==> src/hw/rtl/plint_pkg.sv <==
// Shared types and constants for the piecewise linear interpolator.
package plint_pkg;

  localparam int MAX_NODES = 64;
  localparam int IDX_W     = $clog2(MAX_NODES);
  localparam int CNT_W     = $clog2(MAX_NODES + 1);
  localparam int QDEPTH    = 2;
  localparam int QPTR_W    = $clog2(QDEPTH);
  localparam int QFILL_W   = $clog2(QDEPTH + 1);
  localparam int DIV_STEPS = 33;
  localparam int STEP_W    = $clog2(DIV_STEPS);

  // Command codes on the input word
  localparam logic [1:0] CMD_CLEAR = 2'd0;
  localparam logic [1:0] CMD_ADD   = 2'd1;
  localparam logic [1:0] CMD_QUERY = 2'd2;

  // Result status codes
  localparam logic [2:0] ST_OK    = 3'd0;
  localparam logic [2:0] ST_RANGE = 3'd1;
  localparam logic [2:0] ST_DUP   = 3'd2;
  localparam logic [2:0] ST_FULL  = 3'd3;
  localparam logic [2:0] ST_EMPTY = 3'd4;
  localparam logic [2:0] ST_BAD   = 3'd5;

  typedef enum logic [1:0] {
    OP_CLEAR = 2'd0,
    OP_ADD   = 2'd1,
    OP_QUERY = 2'd2,
    OP_NOP   = 2'd3
  } plint_op_t;

  typedef struct packed {
    logic [1:0]         command;
    logic signed [31:0] coord;
    logic signed [31:0] node_value;
  } plint_cmd_t;

  typedef struct packed {
    logic signed [31:0] interp_value;
    logic [2:0]         status;
  } plint_res_t;

  // Classified word passed from front to back
  typedef struct packed {
    plint_op_t          op;
    logic signed [31:0] coord;
    logic signed [31:0] node_value;
  } plint_qword_t;

endpackage

==> src/hw/rtl/plint_front.sv <==
// Front end: accepts command words, classifies them, and queues them for the back end.
module plint_front import plint_pkg::*; (
  input  logic         clk,
  input  logic         rst,
  input  logic         cmd_valid,
  output logic         cmd_stall,
  input  plint_cmd_t   cmd_word,
  output logic         q_valid,
  input  logic         q_pop,
  output plint_qword_t q_word
);

  plint_qword_t         entries [QDEPTH];
  logic [QPTR_W-1:0]    wr_ptr;
  logic [QPTR_W-1:0]    rd_ptr;
  logic [QFILL_W-1:0]   fill;
  logic                 push;
  logic                 pop;
  plint_op_t            op_class;

  // Decode the command code
  always_comb begin
    unique case (cmd_word.command)
      CMD_CLEAR: op_class = OP_CLEAR;
      CMD_ADD:   op_class = OP_ADD;
      CMD_QUERY: op_class = OP_QUERY;
      default:   op_class = OP_NOP;
    endcase
  end

  assign cmd_stall = (fill == QFILL_W'(QDEPTH));
  assign push      = cmd_valid && !cmd_stall;
  assign q_valid   = (fill != '0);
  assign pop       = q_pop && q_valid;
  assign q_word    = entries[rd_ptr];

  // Queue storage
  always_ff @(posedge clk) begin
    if (push) begin
      entries[wr_ptr] <= '{op: op_class, coord: cmd_word.coord,
                           node_value: cmd_word.node_value};
    end
  end

  // Queue pointers
  always_ff @(posedge clk) begin
    if (rst) begin
      wr_ptr <= '0;
      rd_ptr <= '0;
      fill   <= '0;
    end else begin
      if (push) begin
        wr_ptr <= (wr_ptr == QPTR_W'(QDEPTH - 1)) ? '0 : wr_ptr + 1'b1;
      end
      if (pop) begin
        rd_ptr <= (rd_ptr == QPTR_W'(QDEPTH - 1)) ? '0 : rd_ptr + 1'b1;
      end
      if (push && !pop) begin
        fill <= fill + 1'b1;
      end else if (pop && !push) begin
        fill <= fill - 1'b1;
      end
    end
  end

endmodule

==> config.mk <==
export PLATFORM = sky130hd
export DESIGN_NAME = plint_front
export DESIGN_NICKNAME = d
export VERILOG_FILES = /design/src/hw/rtl/plint_pkg.sv /design/src/hw/rtl/plint_front.sv
export SDC_FILE = /design/constraint.sdc
export NUM_CORES = 1
export LEC_CHECK = 0
export BUFFER_PORTS_ARGS = -buffer_cell sky130_fd_sc_hd__buf_4
export CAP_MARGIN = 25
export CELL_PAD_IN_SITES_DETAIL_PLACEMENT = 0
export CELL_PAD_IN_SITES_GLOBAL_PLACEMENT = 2
export CORE_MARGIN = 2
export CORE_UTILIZATION = 35
export CTS_CLUSTER_DIAMETER = 40
export DETAILED_ROUTE_END_ITERATION = 8
export PLACE_DENSITY_LB_ADDON = 0.12
export SYNTH_ARGS = -nofsm -noshare
export SYNTH_HDL_FRONTEND = slang
export SYNTH_SLANG_ARGS = --single-unit
==> constraint.sdc <==
create_clock -name clk -period 3.25 [get_ports clk]
set_clock_uncertainty 0.2 [all_clocks]
set_input_delay 0.65 -clock clk [delete_from_list [all_inputs] [get_ports clk]]
set_output_delay 0.65 -clock clk [all_outputs]
set_load 0.03 [all_outputs]
# == Word-level counts from Yosys, hierarchy flattened ==
# Memory sizes are Yosys's and may differ from the RTL's. A register that Yosys moved wholly into a read port is not among the register bits.
# Cells that the tools add are included.
# word_totals
ff_bits,4
n_memories,1
out_inout_bits,68
input_bits,70
mem_bits_rw,132
wordCells,30
# mem_list
memory,depth,width,read_ports,rd_ports_with_merged_regs,write_ports,line_no,source
entries,2,66,1,1,1,plint_front.sv:13,plint_qword_t entries [QDEPTH];
# classes
mux,9
eq_ne,3
reduce_logical,10
n_addsub,4
# ops
operator,count
$mux 1,6
$pmux 2 s3,1
$eq 2x2->1 const B,2
$logic_and 1x1->1,4
$mux 2,2
$reduce_bool 2->1,2
$logic_not 1->1,3
$add 1x1->1 const B,2
$add 2x1->2 const B,1
$eq 2x1->1 const B,1
$logic_not 2->1,1
$sub 2x1->2 const B,1

# == Depth between registers and ports, before layout ==
# Gate-level depths: netlist of the first run.
# depth
ltp_word,7
ltp_mapped,6
depth_no_buf,6

# == Least setup slack after synthesis of the first run ==
# Ideal clock, no wire load.
# synth_path
path_kind,input-to-reg
startpoint,input port cmd_valid
endpoint,memory entries[1][0] (netlist name) (enable)
setup_time_ns,0.431
required_ns,2.619
path_stages,3
n_path_buf,0
setup_slack_ns,0.227
t_arrival_ns,2.392
path_cell_list,inv_1 -> nor2_1 -> and2_1
# synth_between
elab_chain_cells,3
# synth_rtl
item,line_no,source
from (decl),plint_front.sv:5,"input logic cmd_valid,"
$logic_and 1x1->1,plint_front.sv:32,assign push = cmd_valid && !cmd_stall;
named net push,plint_front.sv:17,logic push;
$mux 1,plint_front.sv:39,if (push) begin
$mux 1 (implied by the code),plint_front.sv:40,"entries[wr_ptr] <= '{op: op_class, coord: cmd_word.coord,"
to (decl),plint_front.sv:13,
# The timed path passes the listed nets, and every way through them passes these cells.

==> impl_metrics.env, run 1 <==
export IMPL_p_leak_nw=2.57
export IMPL_grt_pass1_vias=2630
export IMPL_crit_type="reg -> out"
export IMPL_pin_count=138
export IMPL_fin_nets=455
export IMPL_die_h_um=123
export IMPL_async_flop_share_pct=0
export IMPL_finalMaxSlewViolations=0
export IMPL_diodes=0
export IMPL_multiInputGateArea_um2=857
export IMPL_cts_made_buffers=17
export IMPL_synth_compound_area_share_pct=0.501
export IMPL_rows=43
export IMPL_yosys_cell_types_count=17
export IMPL_drc_errors=0
export IMPL_final_setup_viol_count=0
export IMPL_die_area_mm2=0.0152
export IMPL_die_w_um=123
export IMPL_clock_sinks=137
export IMPL_rsz0062_at_grt="no"
export IMPL_viasPerCell=4.44
export IMPL_ant_nets=0
export IMPL_worstMarginPinSlew_ns=0.608
export IMPL_antenna_found_initial=0
export IMPL_track_usage_pct=12.3
export IMPL_root_buffer="clkbuf_16"
export IMPL_regArea_mm2=0.00407
export IMPL_vias=2563
export IMPL_htree_levels=4
export IMPL_synth_most_common_cell="edfxtp_1"
export IMPL_synth_simple_area_share_pct=0.976
export IMPL_start_util_pct=35.9
export IMPL_synthAdderAreaFrac_pct=0.250
export IMPL_cts_tree="done"
export IMPL_startpoint_type="flip-flop"
export IMPL_synth_top_family_by_area="multiplexers"
export IMPL_max_freq_mhz=370
export IMPL_ys_warn_count=0
export IMPL_wl_per_cell_um=15.5
export IMPL_nFillCells=1195
export IMPL_worstSkewPairLatency_ns=0.41
export IMPL_fin_crit_ns=2.70
export IMPL_ys_seq_area_share_pct=81.3
export IMPL_grt_max_degree=57
export IMPL_core_area_mm2=0.0139
export IMPL_ctsResizeCount=0
export IMPL_synthXorXnorAreaFrac_pct=0.526
export IMPL_synth_area_leaders="edfxtp_1, mux2_2, dfxtp_1, buf_6, xor2_1"
export IMPL_grt_pass1_wl_um=13200
export IMPL_arrival_ns=1.85
export IMPL_post_cts_setup_buffers=0
export IMPL_total_power_mw=6.10
export IMPL_crit_required_ns=2.40
export IMPL_synthTopCellsByCount="edfxtp_1, mux2_2, dfxtp_1, buf_6, nor2_1"
export IMPL_drive_gt1_share_pct=59.4
export IMPL_synth_top_area_share_pct=79.3
export IMPL_max_slew_margin_pct=59.5
export IMPL_synth_edf_count=132
export IMPL_maxCapViolCount=0
export IMPL_outcome="completed"
export IMPL_clock_path_buffers=2
export IMPL_finalCritPeriodShare_pct=83.1
export IMPL_ys_seq_elements=137
export IMPL_initialDrtViolationCount=129
export IMPL_synthesis_nets=303
export IMPL_portBuffers=137
export IMPL_grt_overflow=0
export IMPL_area_growth_syn_to_layout_pct=37.8
export IMPL_irDropWorstVdd_v=0.000439
export IMPL_dp_hpwl_um=5820
export IMPL_hold_class="in -> reg"
export IMPL_yosys_mux_area_fraction_pct=14.9
export IMPL_powerDensity_mw_per_mm2=886
export IMPL_cp_end_kind="primary output"
export IMPL_wl_um=8930
export IMPL_firstDrtPassIters=4
export IMPL_avgSynthCellArea_um2=21.5
export IMPL_gp_congestion=0.656
export IMPL_crit_fanout=56
export IMPL_clk_pin_slew_ns=0.06
export IMPL_synth_ff_type="edfxtp_1"
export IMPL_tns_ns=0
export IMPL_postCtsHoldBufs=0
export IMPL_synth_area_mm2=0.00500
export IMPL_yosysTopAreaCell="edfxtp_1"
export IMPL_syn_inst=232
export IMPL_hold_violations=0
==> through the flow <==
stage | std cells | util [%] | instance area, um^2 | setup WS, ns | hold slack (ns)
after floorplan | 232 | - | 5000 | 0.227 | 0.252
final | 577 | 49.4 | 6890 | 0.549 | 0.224
after global routing | 577 | 49.4 | 6890 | 0.447 | 0.202
after global placement | 545 | 45.0 | 6270 | 0.865 | 0.271
after CTS | 577 | 49.4 | 6890 | 0.492 | 0.205
after detailed placement | 545 | 45.0 | 6270 | 0.857 | 0.288
==> flip-flops by register name, indices dropped and copies added (netlist names), named ones only <==
register / flops
entries: 132
fill: 2
wr_ptr: 1
rd_ptr: 1
==> worst max-delay path: stages (launching register included) <==
cell and delay (ns):
dfxtp_2 0.50, buf_12 0.32, mux2_2 0.39, buf_4 0.17
==> final timing paths <==
check	start	end	slack, ns	depth (start not counted)
setup / recovery	flip-flop	q_word[60]	0.55	3
hold / removal	cmd_word[56]	entries[1][56]	0.22	1
setup reg to reg	fill[1]	entries[0][23]	1.19	4
hold reg to reg	wr_ptr	wr_ptr	0.29	2
==> layer usage <==
| metal | global-route usage (%) | up-vias | share of wire (%) |
|---|---|---|---|
| li1 | - | 1218 | - |
| met1 | 14.6 | 1239 | 42 |
| met2 | 18.9 | 95 | 48 |
| met3 | 4.89 | 11 | 8.2 |
| met4 | 7.24 | 0 | 1.8 |
| met5 | 0 | - | 0 |
==> cells in the final DEF, fill, tap and decap left out <==
cell type / synthesis / routed
a21oi_1: 2 / 2
clkinvlp_4: 0 / 1
o21ai_0: 3 / 3
inv_1: 2 / 1
ha_1: 1 / 1
buf_12: 0 / 4
inv_2: 0 / 1
mux2_2: 66 / 66
edfxtp_1: 132 / 132
nor2b_2: 1 / 1
and2_2: 0 / 1
dfxtp_2: 0 / 1
clkbuf_1: 2 / 4
buf_4: 1 / 138
dfxtp_1: 5 / 4
clkinv_1: 0 / 5
or2_2: 1 / 1
or3_1: 2 / 2
nor2_1: 4 / 4
clkbuf_16: 0 / 17
xor2_1: 3 / 3
bufinv_16: 0 / 5
==> final cells by class <==
type	instances	share of cell area, %
Clock buffer	21	6.39
Clock inverter	11	2.56
Inverter	2	0.109
Multi-Input combinational cell	84	12.4
Sequential cell	137	59.0
Tap cell	180	3.27
Timing Repair Buffer	142	16.2
==> cell families (layout without fill, tap and decap cells) <==
family | count (synthesis) | count (layout)
flip-flops | 137 | 137
buffers and inverters | 11 | 176
AND/OR/NAND/NOR | 9 | 9
multiplexers | 66 | 66
AO/OA/AOI/OAI | 5 | 5
adder cells (fa/ha/maj) | 1 | 1
XOR/XNOR | 3 | 3
==> power breakdown <==
| group | total, mW | switching (mW) | leakage [nW] | internal, mW |
|---|---|---|---|---|
| Clock | 1.99 | 0.645 | 0.293 | 1.35 |
| Sequential | 2.30 | 0.0743 | 1.27 | 2.22 |
| Combinational | 1.81 | 1.06 | 1.00 | 0.753 |
(Power assumes the default switching activity.)
==> run 2, diff against run 1 <==
- clock period: 3.25 -> 2.5 ns (I/O delays scaled with it)
==> run 2 against run 1 <==
Net effect:
- register-to-register slack worse by 0.49 ns
- via count up 1.6%
- global-route usage shrank 0.43 points
- clock-buffer cell count is 2 lower
- combinational power rose by 33%
- core utilization down 0.34 points
- hold slack worse by 0.15 ns
- first-iteration DRC count decreased by 39%
- routed wire length is 0.80% lower
- sequential share of layout area is 0.45 points higher
- critical path type unchanged
- critical endpoint is now q_word[11]
- largest power group unchanged
- highest routed layer unchanged
==> impl_metrics.env, run 2 (synthesis gave the netlist of run 1 again) <==
export IMPL_max_slew_margin_pct=76.6
export IMPL_irDropWorstVdd_v=0.000524
export IMPL_cpPeakStageDelay_ns=0.38
export IMPL_postCtsHoldBufs=0
export IMPL_largest_reg_flops=132
export IMPL_worstMarginPinSlew_ns=0.351
export IMPL_die_w_um=123
export IMPL_final_setup_viol_count=0
export IMPL_top_register="entries"
export IMPL_rsz0062_at_grt="no"
export IMPL_place_ws_ns=0.571
export IMPL_ant_nets=0
export IMPL_diodes=0
export IMPL_clock_sinks=137
export IMPL_r2r_end="entries[0][30]"
export IMPL_initialDrtViolationCount=79
export IMPL_dp_hpwl_um=5560
export IMPL_cts_made_buffers=17
export IMPL_drc_errors=0
export IMPL_r2r_start="fill[0]"
export IMPL_tns_ns=0
export IMPL_ctsResizeCount=0
export IMPL_post_cts_setup_buffers=0
export IMPL_die_area_mm2=0.0152
export IMPL_grt_pass1_wl_um=12800
export IMPL_hold_class="in -> reg"
export IMPL_crit_fanout=36
export IMPL_vias=2605
export IMPL_finalCritPeriodShare_pct=90.2
export IMPL_powerDensity_mw_per_mm2=1120
export IMPL_clock_path_buffers=2
export IMPL_p_leak_nw=2.55
export IMPL_crit_end="q_word[11]"
export IMPL_track_usage_pct=11.9
export IMPL_start_util_pct=35.9
export IMPL_hold_violations=0
export IMPL_layout_common_cells="buf_4, edfxtp_1, mux2_2, clkbuf_16, clkinv_2"
export IMPL_worstPathCellList="buf_12 > mux2_2 > buf_4"
export IMPL_portBuffers=137
export IMPL_viasPerCell=4.51
export IMPL_final_common_cell="buf_4"
export IMPL_grt_pass1_vias=2564
export IMPL_drive_gt1_share_pct=60.5
export IMPL_outcome="completed"
export IMPL_firstDrtPassIters=4
export IMPL_area_growth_syn_to_layout_pct=36.9
export IMPL_maxCapViolCount=0
export IMPL_clk_pin_slew_ns=0.05
export IMPL_crit_type="reg -> out"
export IMPL_wl_um=8860
export IMPL_ff2ff_path_depth=4
export IMPL_htree_levels=4
export IMPL_cp_end_kind="primary output"
export IMPL_gp_congestion=0.638
export IMPL_die_h_um=123
export IMPL_rows=43
export IMPL_core_area_mm2=0.0139
export IMPL_antenna_found_initial=0
export IMPL_grt_max_degree=43
export IMPL_finalMaxSlewViolations=0
export IMPL_max_freq_mhz=443
export IMPL_multiInputGateArea_um2=858
export IMPL_fin_nets=456
export IMPL_largestRegisters="entries: 132 flops, fill: 2 flops"
export IMPL_min_path_cells=1
export IMPL_nFillCells=1214
export IMPL_slowest_stage="mux2_2"
export IMPL_pin_count=138
export IMPL_grt_overflow=0
export IMPL_fin_crit_ns=2.25
export IMPL_wl_per_cell_um=15.3
export IMPL_regArea_mm2=0.00407
export IMPL_worstSkewPairLatency_ns=0.40
export IMPL_crit_required_ns=1.80
export IMPL_worst_slack_ns=0.245
export IMPL_root_buffer="clkbuf_16"
export IMPL_rrSetupSlack_ns=0.70
export IMPL_arrival_ns=1.55
export IMPL_startpoint_type="flip-flop"
export IMPL_cts_tree="done"
## run 2: worst min-delay path by stage
stage | start | end | slack, ns
CTS | cmd_word[3] | entries[1][3] | 0.05
detailed placement | wr_ptr | wr_ptr | 0.28
finish | cmd_word[3] | entries[1][3] | 0.08
global route | cmd_word[3] | entries[0][3] | 0.05
floorplan | wr_ptr | wr_ptr | 0.25
global placement | rd_ptr | rd_ptr | 0.29
## run 2: metrics by stage
step / power [mW] / area, um^2 / instances / util [%] / hold WS [ns]
final: 7.66 / 6840 / 577 / 49.1 / 0.0754
after global routing: 7.99 / 6840 / 577 / 49.1 / 0.0530
after CTS: 7.77 / 6840 / 577 / 49.1 / 0.0543
after detailed placement: 5.47 / 6300 / 546 / 45.2 / 0.283
after global placement: 5.46 / 6300 / 546 / 45.2 / 0.287
after floorplan: 4.59 / 5000 / 232 / - / 0.252
## run 2: per-layer routing
layer	track usage (%)	wire length (um)	vias to the layer above
met4	5.97	189	0
met2	19.3	4440	92
met1	13.6	3630	1282
li1	-	-	1219
met5	0	0	-
met3	4.70	601	12
## run 2: critical path, delay by kind of cell (launching register included)
kind,cells,cell delay (ns)
flops,1,0.37
mux,1,0.38
buf+inv,2,0.40
## run 2: final cells by class
type / count / share of cell area, %
tap: 180 / 3.29
sequential: 137 / 59.5
multi-input combinational: 84 / 12.5
inverter: 2 / 0.165
clock inverter: 12 / 1.59
timing repair buffer: 143 / 16.6
clock buffer: 19 / 6.33
## run 2: report_power, final
group          internal (mW)  leakage [nW]  switching [mW]
clock network           1.44         0.268           0.839
registers               2.89          1.27          0.0774
logic                   1.01          1.00            1.40
total                   5.34          2.55            2.32
